--- config.mk ---
export PLATFORM = sky130hd
export DESIGN_NAME = nnue_queue
export DESIGN_NICKNAME = d
export VERILOG_FILES = /design/src/rtl/nnue_pkg.sv /design/src/rtl/nnue_queue.sv
export SDC_FILE = /design/constraint.sdc
export NUM_CORES = 1
export LEC_CHECK = 0
export BUFFER_PORTS_ARGS = -buffer_cell sky130_fd_sc_hd__buf_2
export CAP_MARGIN = 5
export CORE_MARGIN = 2
export CORE_UTILIZATION = 52
export CTS_CLUSTER_SIZE = 30
export DETAILED_ROUTE_END_ITERATION = 8
export GPL_TIMING_DRIVEN = 0
export MAX_ROUTING_LAYER = met4
export PLACE_DENSITY_LB_ADDON = 0.25
export SYNTH_ARGS = -nofsm -noshare
export SYNTH_HDL_FRONTEND = slang
export SYNTH_SLANG_ARGS = --single-unit
--- constraint.sdc ---
create_clock -name clk -period 5.9 [get_ports clk]
set_input_delay 0.885 -clock clk [delete_from_list [all_inputs] [get_ports clk]]
set_output_delay 0.885 -clock clk [all_outputs]
set_load 0.005 [all_outputs]
--- src/rtl/nnue_pkg.sv ---
package nnue_pkg;

  localparam int LANES      = 256;
  localparam int INPUT_DIM  = 1024;
  localparam int LANE_W     = $clog2(LANES);
  localparam int HEAD_DEPTH = 2 * LANES;
  localparam int HEAD_W     = $clog2(HEAD_DEPTH);
  localparam int ROW_DEPTH  = INPUT_DIM * LANES;
  localparam int ROW_AW     = $clog2(ROW_DEPTH);
  localparam int WIDE_W     = 98;

  typedef enum logic [2:0] {
    OP_LOAD_W    = 3'd0,
    OP_LOAD_BIAS = 3'd1,
    OP_LOAD_HEAD = 3'd2,
    OP_RESET     = 3'd3,
    OP_ADD       = 3'd4,
    OP_SUB       = 3'd5,
    OP_EVAL      = 3'd6
  } op_t;

  typedef enum logic [2:0] {
    K_NOP,
    K_WR_ROW,
    K_WR_BIAS,
    K_WR_HEAD,
    K_RESET,
    K_ADD,
    K_SUB,
    K_EVAL
  } kind_t;

  typedef enum logic [1:0] {
    CFG_CLAMP = 2'd0,
    CFG_GAIN  = 2'd1,
    CFG_BIAS  = 2'd2
  } cfg_idx_t;

  typedef struct packed {
    kind_t              kind;
    logic               side;
    logic [ROW_AW-1:0]  row_addr;
    logic [8:0]         lane;
    logic signed [15:0] w16;
    logic [31:0]        v32;
    logic               status;
  } cmd_t;

  typedef struct packed {
    logic        we;
    logic [1:0]  index;
    logic [63:0] data;
  } cfg_wr_t;

endpackage

--- src/rtl/nnue_queue.sv ---
module nnue_queue (
  input  logic          clk,
  input  logic          rst_n,
  input  logic          push,
  input  nnue_pkg::cmd_t push_cmd,
  input  logic          pop,
  output nnue_pkg::cmd_t head_cmd,
  output logic          not_empty,
  output logic          full
);
  import nnue_pkg::*;

  cmd_t       q_r [2];
  logic       wr_ptr_r;
  logic       rd_ptr_r;
  logic [1:0] count_r;

  assign head_cmd  = q_r[rd_ptr_r];
  assign not_empty = (count_r != 2'd0);
  assign full      = (count_r == 2'd2);

  always_ff @(posedge clk) begin
    if (!rst_n) begin
      wr_ptr_r <= 1'b0;
      rd_ptr_r <= 1'b0;
      count_r  <= 2'd0;
    end else begin
      if (push) wr_ptr_r <= ~wr_ptr_r;
      if (pop) rd_ptr_r <= ~rd_ptr_r;
      case ({push, pop})
        2'b10:   count_r <= count_r + 2'd1;
        2'b01:   count_r <= count_r - 2'd1;
        default: count_r <= count_r;
      endcase
    end
  end

  always_ff @(posedge clk) begin
    if (push) q_r[wr_ptr_r] <= push_cmd;
  end

endmodule

==> After elaboration in Yosys (flattened, before gate mapping) <==
Memory sizes are Yosys's and may differ from the RTL's. A register that Yosys moved wholly into a read port is not among the register bits.
Index checks and enable logic that the tools add are counted.
{ "classes": {"add_sub_neg": 2, "n_eq_ne": 3, "n_mux": 5, "bitwise_logic": 2, "reduce_logical": 2} }
{ "op_table": {"columns": ["operator", "n"], "rows": [
  ["$eq 2x2->1 const B", 2],
  ["$mux 1", 4],
  ["$pmux 2 s2", 1],
  ["$reduce_bool 2->1", 2],
  ["$add 2x1->2 const B", 1],
  ["$eq 2x1->1 const B", 1],
  ["$not 1->1", 2],
  ["$sub 2x1->2 const B", 1]
]} }
{ "word_totals": {"register_bits": 4, "mem_bits_rw": 160, "inputBits": 84, "output_inout_bits": 82, "word_cells": 18, "memories": 1} }
{ "mem_list": {"columns": ["memory", "depth", "word_bits", "read_ports", "rd_ports_with_merged_regs", "wr", "line_no", "text"], "rows": [
  ["q_r", 2, 80, 1, 1, 1, "nnue_queue.sv:13", "cmd_t q_r [2];"]
]} }

==> Longest topological paths before layout <==
Gate-level depths: netlist (run 1).
{ "logic_depth": {"depth_word": 3, "depth_mapped": 5} }

==> Least setup slack after synthesis (run 1) <==
OpenSTA, ideal clock, no wires.
{ "synth_path": {"kind": "input to register", "from": "input push", "to": "memory q_r[0][0] (netlist bit), enable pin", "setup_ns": 0.522, "arrival_ns": 4.327, "setup_slack_ns": 1.050, "path_stages": 2, "n_path_buf": 0, "cell_sequence": "inv_1 > nor2_1"} }
{ "synth_between": {"elab_chain_cells": 2} }
{ "synth_rtl": {"columns": ["item", "line_no", "text"], "rows": [
  ["start, declared", "nnue_queue.sv:4", "input logic push,"],
  ["$mux 1", "nnue_queue.sv:39", "if (push) q_r[wr_ptr_r] <= push_cmd;"],
  ["$mux 1 (not written as such)", "nnue_queue.sv:39", null],
  ["end, declared", "nnue_queue.sv:13", null]
]} }
Every way passes these cells.

==> impl_results.md, run 1 <==
- Status: complete, no violations
- Starting DRT DRC Count: around 100
- Syn. warnings: 0
- Largest net degree at the start of global routing: 44
- Synth Register Bits: 165
- Clk_lat worst skew: slightly above 400 ps
- Final hold vios: 0
- Dpl hpwl: about 7 mm
- Clk root buf: clkbuf_16
- Post-CTS repair timing setup buffer count: 0
- Grt ovf: 0
- Crit share post-route: between 40% and 50%
- Fin cells: a little over 600
- Post-Route WL: about 10 mm
- Initial antenna violation count: 1
- Post-detailed-route count of antenna-violating nets: 0
- DRC viols: 0
- Worst Setup Start Kind: flip-flop
- Core Area: 0.0113 mm2
- Via Count: between 3000 and 4000
- Die H: between 100 and 150 um
- Total chip power: between 2000 and 3000 uW
- Clock power frac: 40.2%
- Main flop type after synthesis: edfxtp_1
- Sequential area share after synthesis: 82.2%
- MaxCap Viol Count: 0
- Layout fillers: just over 800
- Post_cts resized: 0
- GP Congestion: between 0.7 and 0.8
- Dpl cells: 582
- Die W: roughly 110 um
- Clock Path Buffers: 2
- Final setup viols: 0
- Sw power: slightly below 600 uW
- CP arrival: between 1500 and 2000 ps
- I/O Buffers: 165
- Num rows: 39
- Worst Path Required: 5020 ps
- Commonest non-fill, non-tap cell in the layout: buf_2
- Hold path cells: 2
- Vias in the first global route: approximately 3200
- Sink Count: 165
- F_max: roughly 380 MHz
- Slew Limit Fails: 0
- Number of synthesized flops with an enable pin: 160
- Slew HR: between 50% and 60%
- Min Tclk post-route: around 2700 ps
- Cell Pwr Density: around 350 mW/mm2
- Worst Path Max Fanout: 10
- Post-Syn Area per Cell: between 20 and 25 um2
- RSZ-0062 raised after global routing: no
- Hold Crit Class: flip-flop to flip-flop
- Switching part of the total power: between 20 and 25%
- Final Hold Slack: roughly 510 ps
- Net count after synthesis: roughly 360
- Post-synthesis async set-or-reset flop share: 0%
- WL/cell: roughly 17 um
- Die area: 0.0124 mm2
- Crit Path Class: flip-flop to output pin
- Part of the power in combinational logic: ~9%
- CTS tree: yes
- Max IR drop VDD: 0.000220 V
- R2r setup slk: 4340 ps
- First-pass GRT wire length: 16.0 mm
- I/O pin count: roughly 170
- Post-CTS Hold Buffers: 0
- Area Overhead vs Synth: 28.1%
- Worst slew pin tran: between 600 and 700 ps
- Mapped Cells: ~270
- Pleak: 0.00291 uW
- First-pass detailed-route iteration total: 6
- Initial core utilization: 52.7%
- Worst r2r path cells: 2
- Netlist cell types: 17
- TritonCTS Buffers: 17
- Synthesized area: 0.00597 mm2
- CP endpoint kind: output pin
- P_int: roughly 2100 uW
- Nets: between 500 and 600
- Layout cell share with drive strength beyond 1: around three fifths
- Worst-path clk slew: around 60 ps
- Vias/cell: around 5
- Seq pwr share: between 50% and 60%
- Clk_skew: around 13 ps
- Commonest cells after routing, fill and taps aside: buf_2 (174), edfxtp_1 (160), mux2_2 (80)
- CTS H-Tree Depth: 4
- Total Routing Usage GR: about 18%
power groups by stage:
stage | Clock [uW] | Sequential [uW] | Combinational, uW
after floorplan | 0 | 1390 | 126
after global placement | 0 | 1400 | 233
after CTS | 1110 | 1370 | 249
after global routing | 1160 | 1370 | 266
after detailed placement | 0 | 1390 | 247
final | 1080 | 1370 | 243
area by class of cell:
| class | instances | area [um2] | share of cell area [%] |
|---|---|---|---|
| Inverter | 1 | 3.75 | 0.0491 |
| Multi-Input combinational cell | 96 | 1030 | 13.4 |
| Tap cell | 143 | 179 | 2.34 |
| Antenna cell | 1 | 2.50 | 0.0327 |
| Clock buffer | 17 | 425 | 5.56 |
| Buffer | 9 | 45.0 | 0.589 |
| Sequential cell | 165 | 4900 | 64.1 |
| Clock inverter | 15 | 168 | 2.19 |
| Timing Repair Buffer | 168 | 893 | 11.7 |
stage by stage:
stage	setup TNS (ps)	area [um2]	util (%)	setup WS, ps
final	0	7650	67.6	3250
after global routing	0	7650	67.6	3160
after CTS	0	7640	67.5	3200
after detailed placement	0	7050	62.3	3620
after global placement	-69850	6970	61.6	-867
after floorplan	0	5970	-	1050
cells in the mapped netlist, drive strengths merged (2+ instances only):
cell / number / area [um2]
xnor2: 2 / 17.5
edfxtp: 160 / 4800
and2: 4 / 25.0
mux2: 80 / 901
buf: 9 / 45.0
dfxtp: 5 / 100
worst max-delay path, cell delays in order (launching register included):
cell and delay, ps:
dfxtp_1 300, buf_2 220, buf_2 310, mux2_2 370, buf_2 140
kinds of logic (layout without fill, tap and decap cells):
| group | after synthesis | count (layout) | share of synthesized area (%) |
|---|---|---|---|
| xor+xnor | 3 | 3 | 0.440 |
| fa+ha+maj | 1 | 1 | 0.210 |
| compound gates | 3 | 3 | 0.335 |
| simple gates | 9 | 9 | 0.943 |
| flops | 165 | 165 | 82.2 |
| mux | 80 | 80 | 15.1 |
| other cells | 0 | 1 | 0 |
| buf+inv | 10 | 210 | 0.817 |
path summary, 6_finish.rpt:
kind | from | end
setup / recovery | flip-flop | head_cmd[2]
hold / removal | count_r[1] | count_r[1]
setup reg to reg | wr_ptr_r | q_r[1][62]
hold reg to reg | count_r[1] | count_r[1]
state kept, by name, indices dropped and copies added, names as in the netlist, named ones only:
signal / count
count_r: 2
rd_ptr_r: 1
wr_ptr_r: 1
q_r: 160
layer usage:
metal	track usage, %	wire length (um)	vias to the layer above
met1	19.8	4110	1523
met5	-	0	-
li1	-	-	1452
met4	7.41	176	0
met3	4.98	586	15
met2	30.1	5580	114
No activity file was read; power rests on OpenSTA's default activity.
==> run 2: changes to the inputs <==
==> constraint.sdc (replaced) <==
create_clock -name clk -period 2.6 [get_ports clk]
set_input_delay 0.39 -clock clk [delete_from_list [all_inputs] [get_ports clk]]
set_output_delay 0.39 -clock clk [all_outputs]
set_load 0.005 [all_outputs]
==> run 2 against run 1 <==
Clock-buffer cell count up 1; combinational power increased by 130%; critical endpoint is now head_cmd[50]; sequential share of layout area about the same; critical path depth did not move; worst hold slack lost 340 ps; clock skew shrank 5.9 ps; highest routed layer unchanged; register-to-register slack got worse by 3200 ps; flip-flop and latch count unchanged; die area unchanged; routed wire length down 1.1%.
==> impl_results.md, run 2 (same netlist as run 1, synthesis figures left out) <==
- Status: complete, no violations
- DRC viols: 0
- Post-layout util: slightly below 70%
- Sw power: ~1200 uW
- Layout cell share with drive strength beyond 1: about three fifths
- Largest net degree at the start of global routing: between 60 and 70
- Initial core utilization: between 50 and 60%
- Dpl cells: approximately 580
- Slew Limit Fails: 0
- Clock Path Buffers: 2
- Fin cells: between 600 and 700
- Top reg by flops: q_r
- Die H: ~110 um
- Worst r2r path cells: 2
- Max IR drop VDD: approximately 0.00044 V
- Setup crit end: head_cmd[50]
- I/O Buffers: roughly 170
- Crit Path Class: flip-flop to output pin
- Via Count: between 3000 and 4000
- TritonCTS Buffers: 17
- Slowest CP cell: mux2_2
- CTS tree: yes
- Final hold vios: 0
- RSZ-0062 raised after global routing: no
- Post-CTS repair timing setup buffer count: 0
- Post-Route WL: around 10 mm
- Vias/cell: roughly 5.0
- Die W: 111 um
- Part of the power in combinational logic: ~9%
- Starting DRT DRC Count: ~170
- GP Congestion: 0.717
- Vias in the first global route: approximately 3200
- Clk_lat worst skew: 400 ps
- First-pass GRT wire length: ~16 mm
- Cell Pwr Density: roughly 800 mW/mm2
- Final Hold Slack: approximately 170 ps
- Finished Cell Area: between 0.007 and 0.008 mm2
- Initial antenna violation count: 1
- Slew HR: 58.5%
- Worst Path Required: roughly 2200 ps
- Dpl hpwl: between 6 and 7 mm
- Cell Chain, Critical Path: buf_2 > buf_2 > mux2_2 > buf_2
- Reg2reg start: wr_ptr_r
- Core Area: roughly 0.011 mm2
- MaxCap Viol Count: 0
- Cell Area, Placed: 0.00705 mm2
- Clock power frac: ~41%
- Switching part of the total power: 19.5%
- Layout fillers: roughly 780
- Area Overhead vs Synth: 28.1%
- Worst Setup Start Kind: flip-flop
- Total Routing Usage GR: roughly 17%
- Post-CTS Hold Buffers: 0
- Grt ovf: 0
- Worst reg2reg path endpoint: q_r[1][68]
- Commonest non-fill, non-tap cell in the layout: buf_2
- Max reg flops: 160
- Sink Count: ~170
- R2r setup slk: 1120 ps
- CTS H-Tree Depth: 4
- F_max: 477 MHz
- Worst slew pin tran: 622 ps
- CP arrival: between 1500 and 2000 ps
- Seq pwr share: around 51%
- WL/cell: 16.9 um
- Nets: around 540
- Hold Crit Class: primary input to flip-flop
- Pleak: just under 0.003 uW
- Commonest cells after routing, fill and taps aside: buf_2 (174), edfxtp_1 (160), mux2_2 (80)
- Worst Path Max Fanout: 10
- P_int: around 5000 uW
- Crit share post-route: 80.7%
- Post-detailed-route count of antenna-violating nets: 0
- Die area: about 0.012 mm2
- Largest regs: q_r x160, count_r x2
- CP endpoint kind: output pin
- CP max stage delay: about 380 ps
- Num rows: 39
- Min Tclk post-route: ~2100 ps
- Worst hold start: push_cmd[36]
- First-pass detailed-route iteration total: 4
- Clk_skew: between 6 and 7 ps
- Worst-path clk slew: approximately 60 ps
- I/O pin count: ~170
- Cell mode on critical path: buf_2
- Final setup viols: 0
- Post_cts resized: 0
- Clk root buf: clkbuf_16
run 2: cell count changes in the layout (fill, tap and decap cells not counted):
cell        previous run  this run
inv_8                  2         0
clkinv_4               2         0
clkbuf_1               0         1
clkinvlp_4             2         3
bufinv_16              2         4
inv_6                  5         0
clkinv_2               1         3
run 2: layer usage:
layer | track usage [%] | share of wire (%) | up-vias
met3 | 5.25 | 5.2 | 11
li1 | - | - | 1448
met4 | 7.08 | 1.5 | 0
met2 | 28.8 | 53 | 107
met5 | - | 0 | -
met1 | 20.1 | 40 | 1509
run 2: area by class of cell:
type	instances	area [um2]	share of cell area, %
Tap cell	143	179	2.34
Clock buffer	18	429	5.61
Inverter	1	3.75	0.0491
Clock inverter	11	161	2.11
Buffer	9	45.0	0.589
Timing Repair Buffer	168	893	11.7
Sequential cell	165	4900	64.2
Antenna cell	1	2.50	0.0327
Multi-Input combinational cell	96	1030	13.4
run 2: critical path: cells and delay by family (launching register included):
family   cells  cell delay [ps]
buf+inv      3              630
mux          1              380
flops        1              310
run 2: worst min path at each step:
stage	end	slack (ps)	cells past startpoint
2_1_floorplan	count_r[1]	460	2
3_3_place_gp	count_r[1]	470	2
3_5_place_dp	count_r[1]	510	2
4_1_cts	q_r[0][77]	150	1
5_1_grt	q_r[0][77]	140	1
6_report	q_r[0][36]	170	1
run 2: per-stage QoR:
stage          setup TNS, ps  total power [uW]  setup slack [ps]
2_1_floorplan              0              3440               550
5_1_grt                    0              6360               396
6_report                   0              6140               502
4_1_cts                    0              6210               440
3_3_place_gp          -14680              3690              -187
3_5_place_dp               0              3720               867
run 2: power groups by stage:
stage / clock (uW) / sequential (uW) / combinational (uW)
floorplan: 0 / 3150 / 287
global placement: 0 / 3160 / 529
detailed placement: 0 / 3160 / 558
CTS: 2540 / 3110 / 563
global route: 2650 / 3120 / 601
finish: 2490 / 3110 / 551
==> run 3: changes to the inputs <==
--- a/config.mk
+++ b/config.mk
@@ -5,10 +5,11 @@
 export SDC_FILE = /design/constraint.sdc
 export NUM_CORES = 1
 export LEC_CHECK = 0
+export ABC_AREA = 1
 export BUFFER_PORTS_ARGS = -buffer_cell sky130_fd_sc_hd__buf_2
 export CAP_MARGIN = 5
 export CORE_MARGIN = 2
-export CORE_UTILIZATION = 52
+export CORE_UTILIZATION = 53
 export CTS_CLUSTER_SIZE = 30
 export DETAILED_ROUTE_END_ITERATION = 8
 export GPL_TIMING_DRIVEN = 0
==> constraint.sdc (replaced) <==
create_clock -name clk -period 2 [get_ports clk]
set_input_delay 0.3 -clock clk [delete_from_list [all_inputs] [get_ports clk]]
set_output_delay 0.3 -clock clk [all_outputs]
set_load 0.005 [all_outputs]
==> run 3 against run 2 <==
Via count grew 1.1%; core utilization rose by 0.37 points; power is 29% higher; largest power group unchanged; register-to-register slack got worse by 790 ps; critical endpoint is now head_cmd[14]; highest routed layer unchanged.
==> impl_results.md, run 3 <==
- Most common cell in the synthesized netlist: edfxtp_1
- Syn. warnings: 0
- Slew Limit Fails: 0
- First-pass GRT wire length: between 15 and 20 mm
- Clk root buf: clkbuf_16
- I/O Buffers: approximately 170
- CP endpoint kind: output pin
- Synth top area share: 75.0%
- CP arrival: 1570 ps
- Max IR drop VDD: 0.000598 V
- Worst Path Max Fanout: 10
- Dpl hpwl: between 7 and 8 mm
- Num rows: 40
- Vias/cell: between 4 and 5
- Nets: about 560
- Number of synthesized flops with an enable pin: 160
- Die area: 0.0130 mm2
- Main flop type after synthesis: edfxtp_1
- TritonCTS Buffers: 17
- MaxCap Viol Count: 0
- Post-Syn Area per Cell: about 23 um2
- Clk_skew: 4.26 ps
- Layout cell share with drive strength beyond 1: 59.4%
- Worst Setup Start Kind: flip-flop
- Total Routing Usage GR: approximately 17%
- Cell Pwr Density: slightly below 1000 mW/mm2
- Sink Count: between 150 and 200
- Commonest cells after routing, fill and taps aside: buf_2 (165), edfxtp_1 (160), mux2_4 (80)
- Min Tclk post-route: ~1900 ps
- Netlist cell types: 12
- Die H: approximately 110 um
- WL/cell: 16.7 um
- Post-synthesis async set-or-reset flop share: 0%
- Post_cts resized: 0
- Grt ovf: 0
- Initial core utilization: 53.8%
- Commonest non-fill, non-tap cell in the layout: buf_2
- F_max: between 500 and 600 MHz
- Largest cells by area after synthesis: edfxtp_1 (75%), mux2_4 (19%), buf_12 (2.5%), dfxtp_1 (1.6%), nor2_1 (0.64%)
- RSZ-0062 raised after global routing: no
- Vias in the first global route: around 3200
- First-pass detailed-route iteration total: 4
- Register area: 0.00490 mm2
- Clk_lat worst skew: 400 ps
- CTS tree: yes
- Initial antenna violation count: 0
- DP Worst Slack: 144 ps
- Layout fillers: 816
- Post-Route WL: between 10 and 15 mm
- Post-synth top cells: edfxtp_1 (160), mux2_4 (80), nor2_1 (11)
- Post-detailed-route count of antenna-violating nets: 0
- Crit share post-route: 93.3%
- Final setup margin: roughly 130 ps
- Post-CTS Hold Buffers: 0
- Die W: ~110 um
- Multi-input logic area: approximately 0.0013 mm2
- Clock Path Buffers: 2
- Area Overhead vs Synth: 26.3%
- Crit Path Class: flip-flop to output pin
- Slew HR: between 40% and 50%
- Post-layout util: about 68%
- DRC viols: 0
- Largest regs: q_r x160, count_r x2
- Synthesized area: ~0.0064 mm2
- Final setup viols: 0
- Top reg by flops: q_r
- Post-CTS repair timing setup buffer count: 0
- Core Area: about 0.012 mm2
- Via Count: about 3100
- Sequential area share after synthesis: between 70% and 80%
- Max reg flops: 160
- Status: complete, no violations
- Largest net degree at the start of global routing: 38
- Pleak: 0.00328 uW
- Hold Crit Class: primary input to flip-flop
- Worst-path clk slew: around 60 ps
- Worst Path Required: roughly 1700 ps
- Starting DRT DRC Count: about 180
- Synth Register Bits: 165
- Net count after synthesis: about 370
- Worst slew pin tran: 886 ps
- Ant diodes: 0
- Mapped Cells: 284
- I/O pin count: ~170
- GP Congestion: 0.666
- CTS H-Tree Depth: 4
- Final hold vios: 0
- Area leader, netlist: edfxtp_1
run 3: final cells by class:
cell class	instances	area share [%]
clock buffer	29	6.68
sequential	165	60.6
timing repair buffer	169	11.2
clock inverter	3	0.495
buffer	9	2.12
multi-input combinational	104	16.3
tap	147	2.27
inverter	6	0.325
run 3: stage by stage:
step	total power [uW]	setup TNS [ps]	cell area (um2)	std cells	hold WS, ps
after floorplan	4590	0	6420	284	399
after CTS	8040	0	8090	632	50.9
after global routing	8210	0	8090	632	55.3
final	7930	0	8090	632	76.3
after detailed placement	4930	0	7510	600	492
after global placement	4890	-120660	7430	596	477
run 3: kinds of logic after synthesis:
family | share of synthesized area, %
flops | 76.6
mux | 18.8
simple gates | 1.27
buf+inv | 3.03
compound gates | 0.156
fa+ha+maj | 0.195
run 3: routing by layer:
metal,routed length (um),global-route usage [%]
met3,590,4.78
met4,109,8.94
met5,0,-
met1,4360,20.0
met2,5480,27.7
run 3: critical path, stage by stage, from the launching register on:
cell	delay (ps)
dfxtp_1	320
buf_6	220
buf_12	180
mux2_4	300
buf_2	140
run 3: worst paths after layout:
check | end | depth (start not counted) | startpoint | slack [ps]
min reg2reg | count_r[1] | 2 | count_r[1] | 520
max reg2reg | q_r[0][48] | 2 | wr_ptr_r | 330
max | head_cmd[14] | 4 | flip-flop | 130
min | q_r[0][0] | 1 | push_cmd[0] | 80
run 3: power breakdown:
group / internal (uW) / leakage [uW] / total, uW / switching, uW
combinational: 458 / 0.00145 / 801 / 343
sequential: 4000 / 0.00154 / 4050 / 47.4
clock: 1940 / 0.000288 / 3080 / 1140
