$ cat src/rtl/nnue_pkg.sv
package nnue_pkg;

  localparam int LANES      = 256;
  localparam int INPUT_DIM  = 1024;
  localparam int LANE_W     = $clog2(LANES);
  localparam int HEAD_DEPTH = 2 * LANES;
  localparam int HEAD_W     = $clog2(HEAD_DEPTH);
  localparam int ROW_DEPTH  = INPUT_DIM * LANES;
  localparam int ROW_AW     = $clog2(ROW_DEPTH);
  localparam int WIDE_W     = 98;

  typedef enum logic [2:0] {
    OP_LOAD_W    = 3'd0,
    OP_LOAD_BIAS = 3'd1,
    OP_LOAD_HEAD = 3'd2,
    OP_RESET     = 3'd3,
    OP_ADD       = 3'd4,
    OP_SUB       = 3'd5,
    OP_EVAL      = 3'd6
  } op_t;

  typedef enum logic [2:0] {
    K_NOP,
    K_WR_ROW,
    K_WR_BIAS,
    K_WR_HEAD,
    K_RESET,
    K_ADD,
    K_SUB,
    K_EVAL
  } kind_t;

  typedef enum logic [1:0] {
    CFG_CLAMP = 2'd0,
    CFG_GAIN  = 2'd1,
    CFG_BIAS  = 2'd2
  } cfg_idx_t;

  typedef struct packed {
    kind_t              kind;
    logic               side;
    logic [ROW_AW-1:0]  row_addr;
    logic [8:0]         lane;
    logic signed [15:0] w16;
    logic [31:0]        v32;
    logic               status;
  } cmd_t;

  typedef struct packed {
    logic        we;
    logic [1:0]  index;
    logic [63:0] data;
  } cfg_wr_t;

endpackage

$ cat src/rtl/nnue_front.sv
module nnue_front (
  input  logic               start,
  input  logic [2:0]         in_op,
  input  logic               in_perspective,
  input  logic [16:0]        in_feature_index,
  input  logic [8:0]         in_lane_index,
  input  logic signed [31:0] in_value,
  input  logic               q_full,
  output logic               busy,
  output logic               push,
  output nnue_pkg::cmd_t     cmd
);
  import nnue_pkg::*;

  logic fi_ok;
  logic lane_ok;
  logic head_ok;

  function automatic logic signed [15:0] sat16(input logic signed [31:0] v);
    if (v > 32'sd32767) return 16'sh7fff;
    if (v < -32'sd32768) return 16'sh8000;
    return v[15:0];
  endfunction

  assign busy    = q_full;
  assign push    = start && !q_full;
  assign fi_ok   = (18'(in_feature_index) < 18'(INPUT_DIM));
  assign lane_ok = (10'(in_lane_index) < 10'(LANES));
  assign head_ok = (11'(in_lane_index) < 11'(HEAD_DEPTH));

  always_comb begin
    cmd.side     = in_perspective;
    cmd.row_addr = ROW_AW'(in_feature_index) * ROW_AW'(LANES);
    cmd.lane     = in_lane_index;
    cmd.w16      = sat16(in_value);
    cmd.v32      = in_value;
    cmd.status   = 1'b0;
    cmd.kind     = K_NOP;
    case (op_t'(in_op))
      OP_LOAD_W: begin
        if (!fi_ok) cmd.status = 1'b1;
        else if (lane_ok) begin
          cmd.kind     = K_WR_ROW;
          cmd.row_addr = ROW_AW'(in_feature_index) * ROW_AW'(LANES) + ROW_AW'(in_lane_index);
        end
      end
      OP_LOAD_BIAS: if (lane_ok) cmd.kind = K_WR_BIAS;
      OP_LOAD_HEAD: if (head_ok) cmd.kind = K_WR_HEAD;
      OP_RESET:     cmd.kind = K_RESET;
      OP_ADD, OP_SUB: begin
        if (!fi_ok) cmd.status = 1'b1;
        else cmd.kind = (op_t'(in_op) == OP_ADD) ? K_ADD : K_SUB;
      end
      OP_EVAL:      cmd.kind = K_EVAL;
      default:      cmd.kind = K_NOP;
    endcase
  end

endmodule

$ cat config.mk
export PLATFORM = sky130hd
export DESIGN_NAME = nnue_front
export DESIGN_NICKNAME = d
export VERILOG_FILES = /design/src/rtl/nnue_pkg.sv /design/src/rtl/nnue_front.sv
export SDC_FILE = /design/constraint.sdc
export NUM_CORES = 1
export LEC_CHECK = 0
export ABC_AREA = 1
export BUFFER_PORTS_ARGS = -buffer_cell sky130_fd_sc_hd__buf_2
export CORE_MARGIN = 8
export CORE_UTILIZATION = 25
export DETAILED_ROUTE_END_ITERATION = 6
export GPL_TIMING_DRIVEN = 0
export PLACE_DENSITY = 0.72
export RECOVER_POWER = 100
export SKIP_LAST_GASP = 1
export SLEW_MARGIN = 20
export SYNTH_ARGS = -nofsm -noshare
export SYNTH_HDL_FRONTEND = slang
export SYNTH_SLANG_ARGS = --single-unit
$ cat constraint.sdc
create_clock -name vclk -period 1.3
set_input_delay 0.26 -clock vclk [all_inputs]
set_output_delay 0.26 -clock vclk [all_outputs]
set_load 0.02 [all_outputs]
=== Word-level counts from Yosys, hierarchy flattened ===
Index checks and enable logic that the tools add are counted.

* Bits in registers: 0
* Input bits: 64
* Output and inout port bits: 82
* Word-level logic and storage cells: 34

* Add/sub/neg operators: 1
* $lt $le $gt $ge: 4
* Eq/ne operators: 6
* Muxes and demuxes: 18
* Reductions and logical operators: 5

{| class="wikitable"
|+ Operators with widths
! kind !! number
|-
| $mux W16 || 4
|-
| $mux W18 || 3
|-
| $gt A32 B16 Y1 const B || 1
|-
| $lt A32 B16 Y1 const B || 1
|-
| $add A18 B9 Y18 || 1
|-
| $pmux W3 S6 || 1
|-
| $lt A17 B11 Y1 const B || 1
|-
| $eq A3 B3 Y1 const B || 3
|-
| $lt A9 B9 Y1 const B || 1
|-
| $mux W1 || 7
|-
| $eq A3 B2 Y1 const B || 2
|-
| $mux W2 || 2
|-
| $eq A3 B1 Y1 const B || 1
|-
| $logic_not A3 Y1 || 1
|-
| $mux W3 || 1
|-
| $reduce_or A3 Y1 || 1
|-
| $reduce_or A2 Y1 || 1
|-
| $logic_and A1 B1 Y1 || 1
|-
| $logic_not A1 Y1 || 1
|}

=== Logic depth before layout (Yosys ltp) ===
Gate-level depths: netlist (run 1).

* Depth after elaboration: 5
* Gate-level depth with buffers: 9
* Gate-level depth less buffers: 9

=== Worst setup path after synthesis (run 1) ===
Ideal clock, no wire load.

* Path kind: input -> output
* Start point: in in_feature_index[0]
* End point: out cmd[74] (netlist name)
* Arrival time: 1202 ps
* Required time: 1040 ps
* Setup slack: -162 ps
* Stages: 9
* Path buffers: 0
* Cells stage by stage: nand2_1 -> inv_1 -> ha_1 -> nand3_1 -> nor2_1 -> nand4_1 -> nand2_1 -> inv_1 -> nor2_1

{| class="wikitable"
|+ RTL lines
! what !! line !! RTL
|-
| from (decl) || nnue_front.sv:5 || <nowiki>input logic [16:0] in_feature_index,</nowiki>
|-
| to (decl) || nnue_front.sv:11 || <nowiki>output nnue_pkg::cmd_t cmd</nowiki>
|}

==> summary.md, run 1 <==
| Metric | Value |
|---|---|
| Status | finished with violations |
| Failing checks | negative setup slack |
| Worst setup SP type | primary input |
| Setup CP Type | primary input to primary output |
| DRC viols | 0 |
| DIE WIDTH | 77.1 um |
| Remaining Overflow, GRT | 0 |
| Hold_sp | in_feature_index[9] |
| Ports | 146 |
| Final GP Congestion | 0.769 |
| Post-Layout Cell Count | 374 |
| Syn Area/Cell | 5.39 um2 |
| First-pass GRT wire length | 8.25 mm |
| Register area share after synthesis | 0% |
| Hold Path Depth | 2 |
| Part of the cycle the worst path needs | 121% |
| Initial Util | 25.7% |
| Share of cells above drive strength 1 | 68.1% |
| Endpoints failing hold | 0 |
| Power per Cell Area | 357 nW/um2 |
| Critical Path Fanout Max | 5 |
| Fin nets | 393 |
| Pwr Total | 0.000877 W |
| Routing usage on met2 | 31.4% |
| Max_cap viols | 0 |
| Design Area, Final | 2450 um2 |
| Mapped cell area | 932 um2 |
| Drt via density | 4.49 |
| Rel. slew slack | 79.7% |
| Core Area | 3630 um2 |
| Number of global-route vias before repair | 1696 |
| Die Ht | 77.1 um |
| Setup repair after global routing missed its margin | true |
| Fmax | 636 MHz |
| Tmin final | 1570 ps |
| Max-slew violation count | 0 |
| Area after DPL | 1760 um2 |
| P_leak | 1.27 nW |
| Final setup viols | 32 |
| Synth warn | 0 |
| CP Data Arrival Time | 1310 ps |
| Setup WS post-layout | -272 ps |
| WL final | 6.26 mm |
| Routed WL per cell | 16.7 um |
| Mapped Nets | 238 |
| All-layer global routing usage | 16.3% |
| GRT met3 Usage | 8.97% |
| Die area | 5940 um2 |
| CLK BUF | 0 |
| Seq. cell area | 0 um2 |
| Sequential cells | 0 |
| Slew @ Worst Pin | 306 ps |
| Largest vdd supply drop | 0.240 mV |
| FP Rows | 22 |
| Fillers | 282 |
| Sink of the worst hold path | cmd[75] |
| Sum Neg Setup Slack | -6330 ps |
| Starting DRC count in detailed routing | 28 |
| IO Port Bufs | 144 |
| DR pass1 iterations | 4 |
| DR vias | 1679 |
| Dpl cells | 365 |
| Grt met1 use | 15.6% |
| Inserted Diodes | 0 |
| Hold crit path type | primary input to primary output |
| Largest net degree at the start of global routing | 11 |
| Initial antenna violation count | 0 |
| Synth cell types | 21 |
| Required time of the critical path | 1040 ps |
| Crit. End Element | primary output |
| Synthesized instance count | 173 |
| Post-route ant nets | 0 |
| GR peak layer | met2 |
| Area Overhead vs Synth | 163% |
| HPWL Detailed | 3.89 mm |
| Final hold slack | 744 ps |
stage by stage:
stage / setup slack [ps] / util, %
2_1_floorplan: -77.7 / -
5_1_grt: -313 / 67.5
6_report: -272 / 67.5
4_1_cts: -224 / 61.4
3_5_place_dp: -334 / 48.4
3_3_place_gp: -323 / 48.4
worst max path at each step:
stage          slack, ps                 start  depth (start not counted)      end
2_1_floorplan        -80   in_feature_index[0]                          9  cmd[74]
3_3_place_gp        -320      in_lane_index[8]                         11  cmd[74]
3_5_place_dp        -330      in_lane_index[8]                         11  cmd[74]
4_1_cts             -220  in_feature_index[13]                         10  cmd[74]
5_1_grt             -310          in_value[22]                          9  cmd[37]
6_report            -270          in_value[25]                          7  cmd[41]
power by group:
part / leakage, nW / switching [W] / total [W] / internal, W
sequential: 0 / 0 / 0 / 0
combinational: 1.27 / 0.000470 / 0.000877 / 0.000407
clock: 0 / 0 / 0 / 0
kinds of logic (layout without fill, tap and decap cells):
kind of cell | after synthesis | in the layout | synth area share [%]
xor gates and xnor gates | 4 | 4 | 3.76
buffers and inverters | 72 | 225 | 49.1
and+or+nand+nor | 91 | 91 | 41.3
AOI/OAI and AO/OA | 5 | 5 | 4.43
adders and majority gates | 1 | 1 | 1.34
cells in the final DEF (no fill, tap or decap), drive strengths merged:
cell type	Yosys	routed
buf	46	148
clkbuf	6	57
nand2	51	51
nor2	31	31
inv	20	20
nand4	4	4
nand3	4	4
a21oi	2	2
xnor2	2	2
xor2	2	2
o21ai	1	1
nor3	1	1
o21bai	1	1
o21a	1	1
ha	1	1
per-layer routing:
layer | routed length (um) | vias up | part of all wire (%)
met4 | 54 | 0 | 0.86
met5 | 0 | - | 0
met3 | 852 | 6 | 14
met2 | 3050 | 124 | 49
li1 | - | 777 | -
met1 | 2300 | 772 | 37
critical path: stages:
cell	delay, ps
buf_6	100
nor2_2	110
nand4_1	170
o21bai_4	300
buf_6	180
nand2_2	60
buf_6	120
synthesized netlist by cell type:
cell | count | area (um2)
nor2_1 | 28 | 105
nand2_1 | 49 | 184
nor2_4 | 2 | 22.5
nand3_1 | 4 | 20.0
nor2_2 | 1 | 6.26
clkbuf_1 | 6 | 22.5
xor2_1 | 2 | 17.5
nor3_2 | 1 | 10.0
o21a_1 | 1 | 7.51
ha_1 | 1 | 12.5
buf_8 | 1 | 15.0
o21ai_0 | 1 | 5.00
nand4_1 | 4 | 25.0
nand2_2 | 2 | 12.5
xnor2_1 | 2 | 17.5
buf_4 | 43 | 323
buf_6 | 2 | 22.5
o21bai_4 | 1 | 18.8
a21oi_1 | 2 | 10.0
inv_2 | 1 | 3.75
inv_1 | 19 | 71.3
final cells by class:
| class | instances | area [um2] | area share (%) |
|---|---|---|---|
| Buffer | 52 | 387 | 15.8 |
| Tap cell | 48 | 60.1 | 2.45 |
| Multi-Input combinational cell | 101 | 817 | 33.3 |
| Inverter | 20 | 75.1 | 3.06 |
| Timing Repair Buffer | 153 | 1110 | 45.4 |
repair_timing:
| action | 4_1_cts | 5_1_grt |
|---|---|---|
| buffers inserted | 5 | 1 |
| hold buffers | 0 | 0 |
| resized for setup | 114 | 70 |
| pin swaps | 34 | 30 |
| cloned | 2 | 1 |
| endpoints found under the setup margin | 32 | 32 |
No activity file was read; power rests on OpenSTA's default activity.
==> run 2, diff against run 1 <==
--- a/config.mk
+++ b/config.mk
@@ -8,11 +8,12 @@
 export ABC_AREA = 1
 export BUFFER_PORTS_ARGS = -buffer_cell sky130_fd_sc_hd__buf_2
 export CORE_MARGIN = 8
-export CORE_UTILIZATION = 25
+export CORE_UTILIZATION = 30
 export DETAILED_ROUTE_END_ITERATION = 6
 export GPL_TIMING_DRIVEN = 0
-export PLACE_DENSITY = 0.72
+export PLACE_DENSITY = 0.84
 export RECOVER_POWER = 100
+export SETUP_SLACK_MARGIN = 0.2
 export SKIP_LAST_GASP = 1
 export SLEW_MARGIN = 20
 export SYNTH_ARGS = -nofsm -noshare
==> run 2 against run 1 <==
The run still ends with negative setup slack left. Count of clock-buffer cells in the layout stayed put. Maximum frequency is 2.5% higher. Sequential share of layout area stayed put. Final cell count is 3.7% lower. Largest power group unchanged.
==> summary.md, run 2 (synthesized netlist as in run 1, its figures left out) <==
| Metric | Value |
|---|---|
| Max-slew violation count | 0 (unchanged) |
| Die area | 5150 um2 (was 5940 um2) |
| CTS Hold Buffers Added | 0 (unchanged) |
| Seq. cell area | 0 um2 (unchanged) |
| Slew @ Worst Pin | 302 ps (was 306 ps) |
| Die Ht | 71.7 um (was 77.1 um) |
| Clock share of power | 0% (about the same) |
| Share of cells above drive strength 1 | 70.3% (was 68.1%) |
| Routed WL per cell | 15.8 um (was 16.7 um) |
| Fin nets | 394 (was 393) |
| Post-Layout Cell Count | 360 (was 374) |
| Largest net degree at the start of global routing | 11 (unchanged) |
| Hold crit path type | primary input to primary output (unchanged) |
| All-layer global routing usage | 19.2% (was 16.3%) |
| Number of global-route vias before repair | 1700 (was 1696) |
| Max_cap viols | 0 (unchanged) |
| Starting DRC count in detailed routing | 63 (was 28) |
| Ports | 146 (unchanged) |
| Sequential power share | 0% (about the same) |
| Final hold slack | 752 ps (was 744 ps) |
| Largest vdd supply drop | 0.216 mV (was 0.240 mV) |
| P_leak | 1.33 nW (was 1.27 nW) |
| Sequential cells | 0 (unchanged) |
| Post-route ant nets | 0 (unchanged) |
| Combinational fraction of design power | 100.0% (about the same) |
| Area Overhead vs Synth | 172% (was 163%) |
| Initial antenna violation count | 0 (unchanged) |
| Tmin final | 1530 ps (was 1570 ps) |
| Failing checks | negative setup slack (unchanged) |
| Initial Util | 31.0% (was 25.7%) |
| Setup repair after global routing missed its margin | true (unchanged) |
| Critical Path Fanout Max | 5 (unchanged) |
| Sw frac | 53.8% (was 53.6%) |
| Drt via density | 4.38 (was 4.49) |
| Part of the cycle the worst path needs | 118% (was 121%) |
| First-pass GRT wire length | 8.20 mm (was 8.25 mm) |
| Internal power | 0.000412 W (was 0.000407 W) |
| Setup WS post-layout | -234 ps (was -272 ps) |
| Fmax | 652 MHz (was 636 MHz) |
| Crit. End Element | primary output (unchanged) |
| Worst setup SP type | primary input (unchanged) |
| CP Data Arrival Time | 1270 ps (was 1310 ps) |
| Most common cell after layout, fill and taps aside | buf_4 (was clkbuf_1) |
| DR vias | 1578 (was 1679) |
| IO Port Bufs | 144 (unchanged) |
| Final GP Congestion | 0.865 (was 0.769) |
| Status | finished with violations (unchanged) |
| Rel. slew slack | 79.9% (was 79.7%) |
| Final setup viols | 32 (unchanged) |
| DRC viols | 0 (unchanged) |
| Core Area | 3000 um2 (was 3630 um2) |
| FP Rows | 20 (was 22) |
| Inserted Diodes | 0 (unchanged) |
| DIE WIDTH | 71.7 um (was 77.1 um) |
| Required time of the critical path | 1040 ps (about the same) |
| Fillers | 215 (was 282) |
| Power per Cell Area | 352 nW/um2 (was 357 nW/um2) |
| Switching power | 0.000480 W (was 0.000470 W) |
| Endpoints failing hold | 0 (unchanged) |
| Commonest non-fill, non-tap cells in the layout | buf_4 (59), clkbuf_1 (56), buf_2 (44), buf_6 (39), nand2_4 (29) (was clkbuf_1 (56), buf_6 (53), buf_4 (48), buf_2 (41), nand2_2 (21)) |
| DR pass1 iterations | 4 (unchanged) |
| Setup CP Type | primary input to primary output (unchanged) |
| HPWL Detailed | 4.17 mm (was 3.89 mm) |
| CLK BUF | 0 (unchanged) |
| Dpl cells | 350 (was 365) |
| Remaining Overflow, GRT | 0 (unchanged) |
| WL final | 5.68 mm (was 6.26 mm) |
==> run 2: cell types whose count changed in the layout (fill, tap and decap cells not counted), sizes merged <==
cell	change
buf	+1
==> run 2: through the flow <==
stage               instance area (um2)  setup slack (ps)  TNS (ps)  total power, W  utilization [%]
CTS                                2470              -197     -5090        0.000876             82.3
floorplan                          1340             -17.6      -181        0.000467                -
global route                       2540              -281     -7590        0.000946             84.5
detailed placement                 2100              -367     -8090        0.000759             70.0
finish                             2540              -234     -5660        0.000892             84.5
global placement                   2100              -380     -8100        0.000746             70.0
==> run 2: area by class of cell <==
| cell class | count | area [um2] | share of cell area, % |
|---|---|---|---|
| repair buffers | 154 | 1060 | 42.0 |
| multi-input cells | 101 | 940 | 37.0 |
| plain buffers | 52 | 405 | 16.0 |
| inverters | 20 | 85.1 | 3.35 |
| well taps | 33 | 41.3 | 1.63 |
==> run 2: final timing paths <==
check / cells after the start / start / to
setup / recovery: 8 / in_feature_index[15] / cmd[68]
hold / removal: 2 / in_feature_index[9] / cmd[75]
==> run 2: critical path: stages <==
cell and delay (ps):
buf_2 120, nor2_4 90, nand2_2 70, nor2_4 170, buf_4 150, nand3_1 100
xnor2_2 150, buf_4 150
==> run 2: power by group through the flow <==
| stage | Combinational [W] | Clock (W) | Sequential, W |
|---|---|---|---|
| final | 0.000892 | 0 | 0 |
| after CTS | 0.000876 | 0 | 0 |
| after floorplan | 0.000467 | 0 | 0 |
| after global placement | 0.000746 | 0 | 0 |
| after global routing | 0.000946 | 0 | 0 |
| after detailed placement | 0.000759 | 0 | 0 |
==> run 2: repair_timing <==
action | in CTS | in global routing
endpoints found under the setup margin | 32 | 32
buffers inserted | 7 | 1
gates cloned | 1 | 1
pin swaps | 20 | 11
gates resized for setup | 87 | 26
==> run 2: metal layers <==
layer | global-route usage (%) | part of all wire, %
met2 | 41.7 | 58
met4 | 1.13 | 0.74
met1 | 18.3 | 32
met3 | 3.49 | 8.6
met5 | 0 | 0
==> run 3, diff against run 2 <==
--- a/config.mk
+++ b/config.mk
@@ -10,7 +10,7 @@
 export CORE_MARGIN = 8
 export CORE_UTILIZATION = 30
 export DETAILED_ROUTE_END_ITERATION = 6
-export GPL_TIMING_DRIVEN = 0
+export GPL_TIMING_DRIVEN = 1
 export PLACE_DENSITY = 0.84
 export RECOVER_POWER = 100
 export SETUP_SLACK_MARGIN = 0.2
==> run 3 against run 2 <==
The flow still finishes with violations (negative setup slack). Utilization is 5.4 points lower. Via count down 9.3%. Combinational power is 3.9% lower. Routed wire length fell by 5.9%. Largest cell class unchanged. Sequential share of layout area stayed put.
==> summary.md, run 3 (synthesized netlist as in run 1, its figures left out) <==
| Metric | Value |
|---|---|
| Worst setup SP type | primary input (unchanged) |
| Rel. slew slack | 81.1% (was 79.9%) |
| CP Capture Point | cmd[70] (was cmd[68]) |
| Setup CP Type | primary input to primary output (unchanged) |
| WL final | 5.35 mm (was 5.68 mm) |
| P_leak | 1.29 nW (was 1.33 nW) |
| Max-slew violation count | 0 (unchanged) |
| Setup WS post-layout | -232 ps (was -234 ps) |
| Largest vdd supply drop | 0.189 mV (was 0.216 mV) |
| Seq. cell area | 0 um2 (unchanged) |
| Final Core Density | 79.1% (was 84.5%) |
| Required time of the critical path | 1040 ps (about the same) |
| Starting DRC count in detailed routing | 43 (was 63) |
| Final setup viols | 32 (unchanged) |
| Critical Path Start | in_lane_index[8] (was in_feature_index[15]) |
| Most common cell after layout, fill and taps aside | buf_2 (was buf_4) |
| Die area | 5150 um2 (unchanged) |
| Critical Path Fanout Max | 5 (unchanged) |
| CP Data Arrival Time | 1270 ps (about the same) |
| Inserted Diodes | 0 (unchanged) |
| Hold_sp | in_perspective (was in_feature_index[9]) |
| IO Port Bufs | 142 (was 144) |
| Fin nets | 351 (was 394) |
| Die Ht | 71.7 um (unchanged) |
| All-layer global routing usage | 18.1% (was 19.2%) |
| DIE WIDTH | 71.7 um (unchanged) |
| Max_cap viols | 0 (unchanged) |
| Setup repair after global routing missed its margin | true (unchanged) |
| HPWL Detailed | 3.71 mm (was 4.17 mm) |
| Power per Cell Area | 361 nW/um2 (was 352 nW/um2) |
| Hold crit path type | primary input to primary output (unchanged) |
| Ports | 146 (unchanged) |
| Remaining Overflow, GRT | 0 (unchanged) |
| Design Area, Final | 2370 um2 (was 2540 um2) |
| Sequential power share | 0% (about the same) |
| Tmin final | 1530 ps (about the same) |
| Part of the cycle the worst path needs | 118% (about the same) |
| Internal power | 0.000388 W (was 0.000412 W) |
| DR pass1 iterations | 4 (unchanged) |
| Area after DPL | 1840 um2 (was 2100 um2) |
| Status | finished with violations (unchanged) |
| Routed WL per cell | 16.9 um (was 15.8 um) |
| Initial Util | 31.0% (unchanged) |
| Clock share of power | 0% (about the same) |
| CLK BUF | 0 (unchanged) |
| Combinational fraction of design power | 100.0% (about the same) |
| Failing checks | negative setup slack (unchanged) |
| Fmax | 653 MHz (was 652 MHz) |
| Sum Neg Setup Slack | -6230 ps (was -5660 ps) |
| FP Rows | 20 (unchanged) |
| Final GP Congestion | 0.744 (was 0.865) |
| Slew @ Worst Pin | 285 ps (was 302 ps) |
| Post-route ant nets | 0 (unchanged) |
| Sw frac | 54.8% (was 53.8%) |
| DR vias | 1431 (was 1578) |
| Drt via density | 4.51 (was 4.38) |
| Initial antenna violation count | 0 (unchanged) |
| Core Area | 3000 um2 (unchanged) |
| First-pass GRT wire length | 7.77 mm (was 8.20 mm) |
| Crit. End Element | primary output (unchanged) |
| CTS Hold Buffers Added | 0 (unchanged) |
| Endpoints failing hold | 0 (unchanged) |
| Switching power | 0.000470 W (was 0.000480 W) |
| Area Overhead vs Synth | 155% (was 172%) |
| Largest net degree at the start of global routing | 9 (was 11) |
| Sequential cells | 0 (unchanged) |
| Number of global-route vias before repair | 1625 (was 1700) |
| Share of cells above drive strength 1 | 83.8% (was 70.3%) |
| DRC viols | 0 (unchanged) |
| Commonest non-fill, non-tap cells in the layout | buf_2 (84), buf_6 (47), nand2_4 (32), nor2_4 (20), buf_4 (17) (was buf_4 (59), clkbuf_1 (56), buf_2 (44), buf_6 (39), nand2_4 (29)) |
[run 3: cell count changes in the layout (fill, tap and decap cells not counted), sizes merged]
cell / previous run / this run
clkbuf: 57 / 7
buf: 149 / 156
[run 3: how the worst min path moves through the flow]
stage / endpoint / slack (ps) / depth (start not counted)
after floorplan: cmd[77] / 580 / 1
after global placement: cmd[75] / 520 / 0
after detailed placement: cmd[75] / 520 / 0
after CTS: cmd[75] / 520 / 0
after global routing: cmd[76] / 520 / 0
final: cmd[76] / 520 / 0
[run 3: power by group through the flow]
stage	Sequential (W)	Clock, W	Combinational (W)
after floorplan	0	0	0.000467
after global placement	0	0	0.000659
after detailed placement	0	0	0.000669
after CTS	0	0	0.000808
after global routing	0	0	0.000903
final	0	0	0.000857
[run 3: final cells by class]
| class | instances | area, um2 |
|---|---|---|
| timing repair buffer | 163 | 1260 |
| multi-input combinational | 101 | 987 |
| fill | 199 | 628 |
| inverter | 20 | 82.6 |
| tap | 33 | 41.3 |
[run 3: stage by stage]
| stage | setup slack, ps | hold WS, ps | std cells | power (W) |
|---|---|---|---|---|
| final | -232 | 520 | 317 | 0.000857 |
| after CTS | -211 | 520 | 317 | 0.000808 |
| after global placement | -265 | 520 | 313 | 0.000659 |
| after global routing | -327 | 520 | 317 | 0.000903 |
| after floorplan | -17.6 | 583 | 173 | 0.000467 |
| after detailed placement | -310 | 520 | 313 | 0.000669 |
[run 3: critical path, cell delays in order]
cell and delay [ps]:
buf_8 100, inv_1 80, nand2_2 90, nor2_4 200
nand2_4 110, nor2_4 140, xor2_4 150, buf_6 130
[run 3: routing by layer]
metal	routed length [um]	GRT usage, %	up-vias
met3	397	3.49	10
met1	1500	14.8	647
met2	3370	42.0	78
li1	-	-	696
met4	78	1.36	0
met5	0	0	-
[run 3: timing repair]
action / 4_1_cts / 5_1_grt
cloned: 2 / 0
resized for setup: 104 / 25
setup endpoints to repair: 32 / 32
setup buffers: 2 / 0
pin swaps: 27 / 41
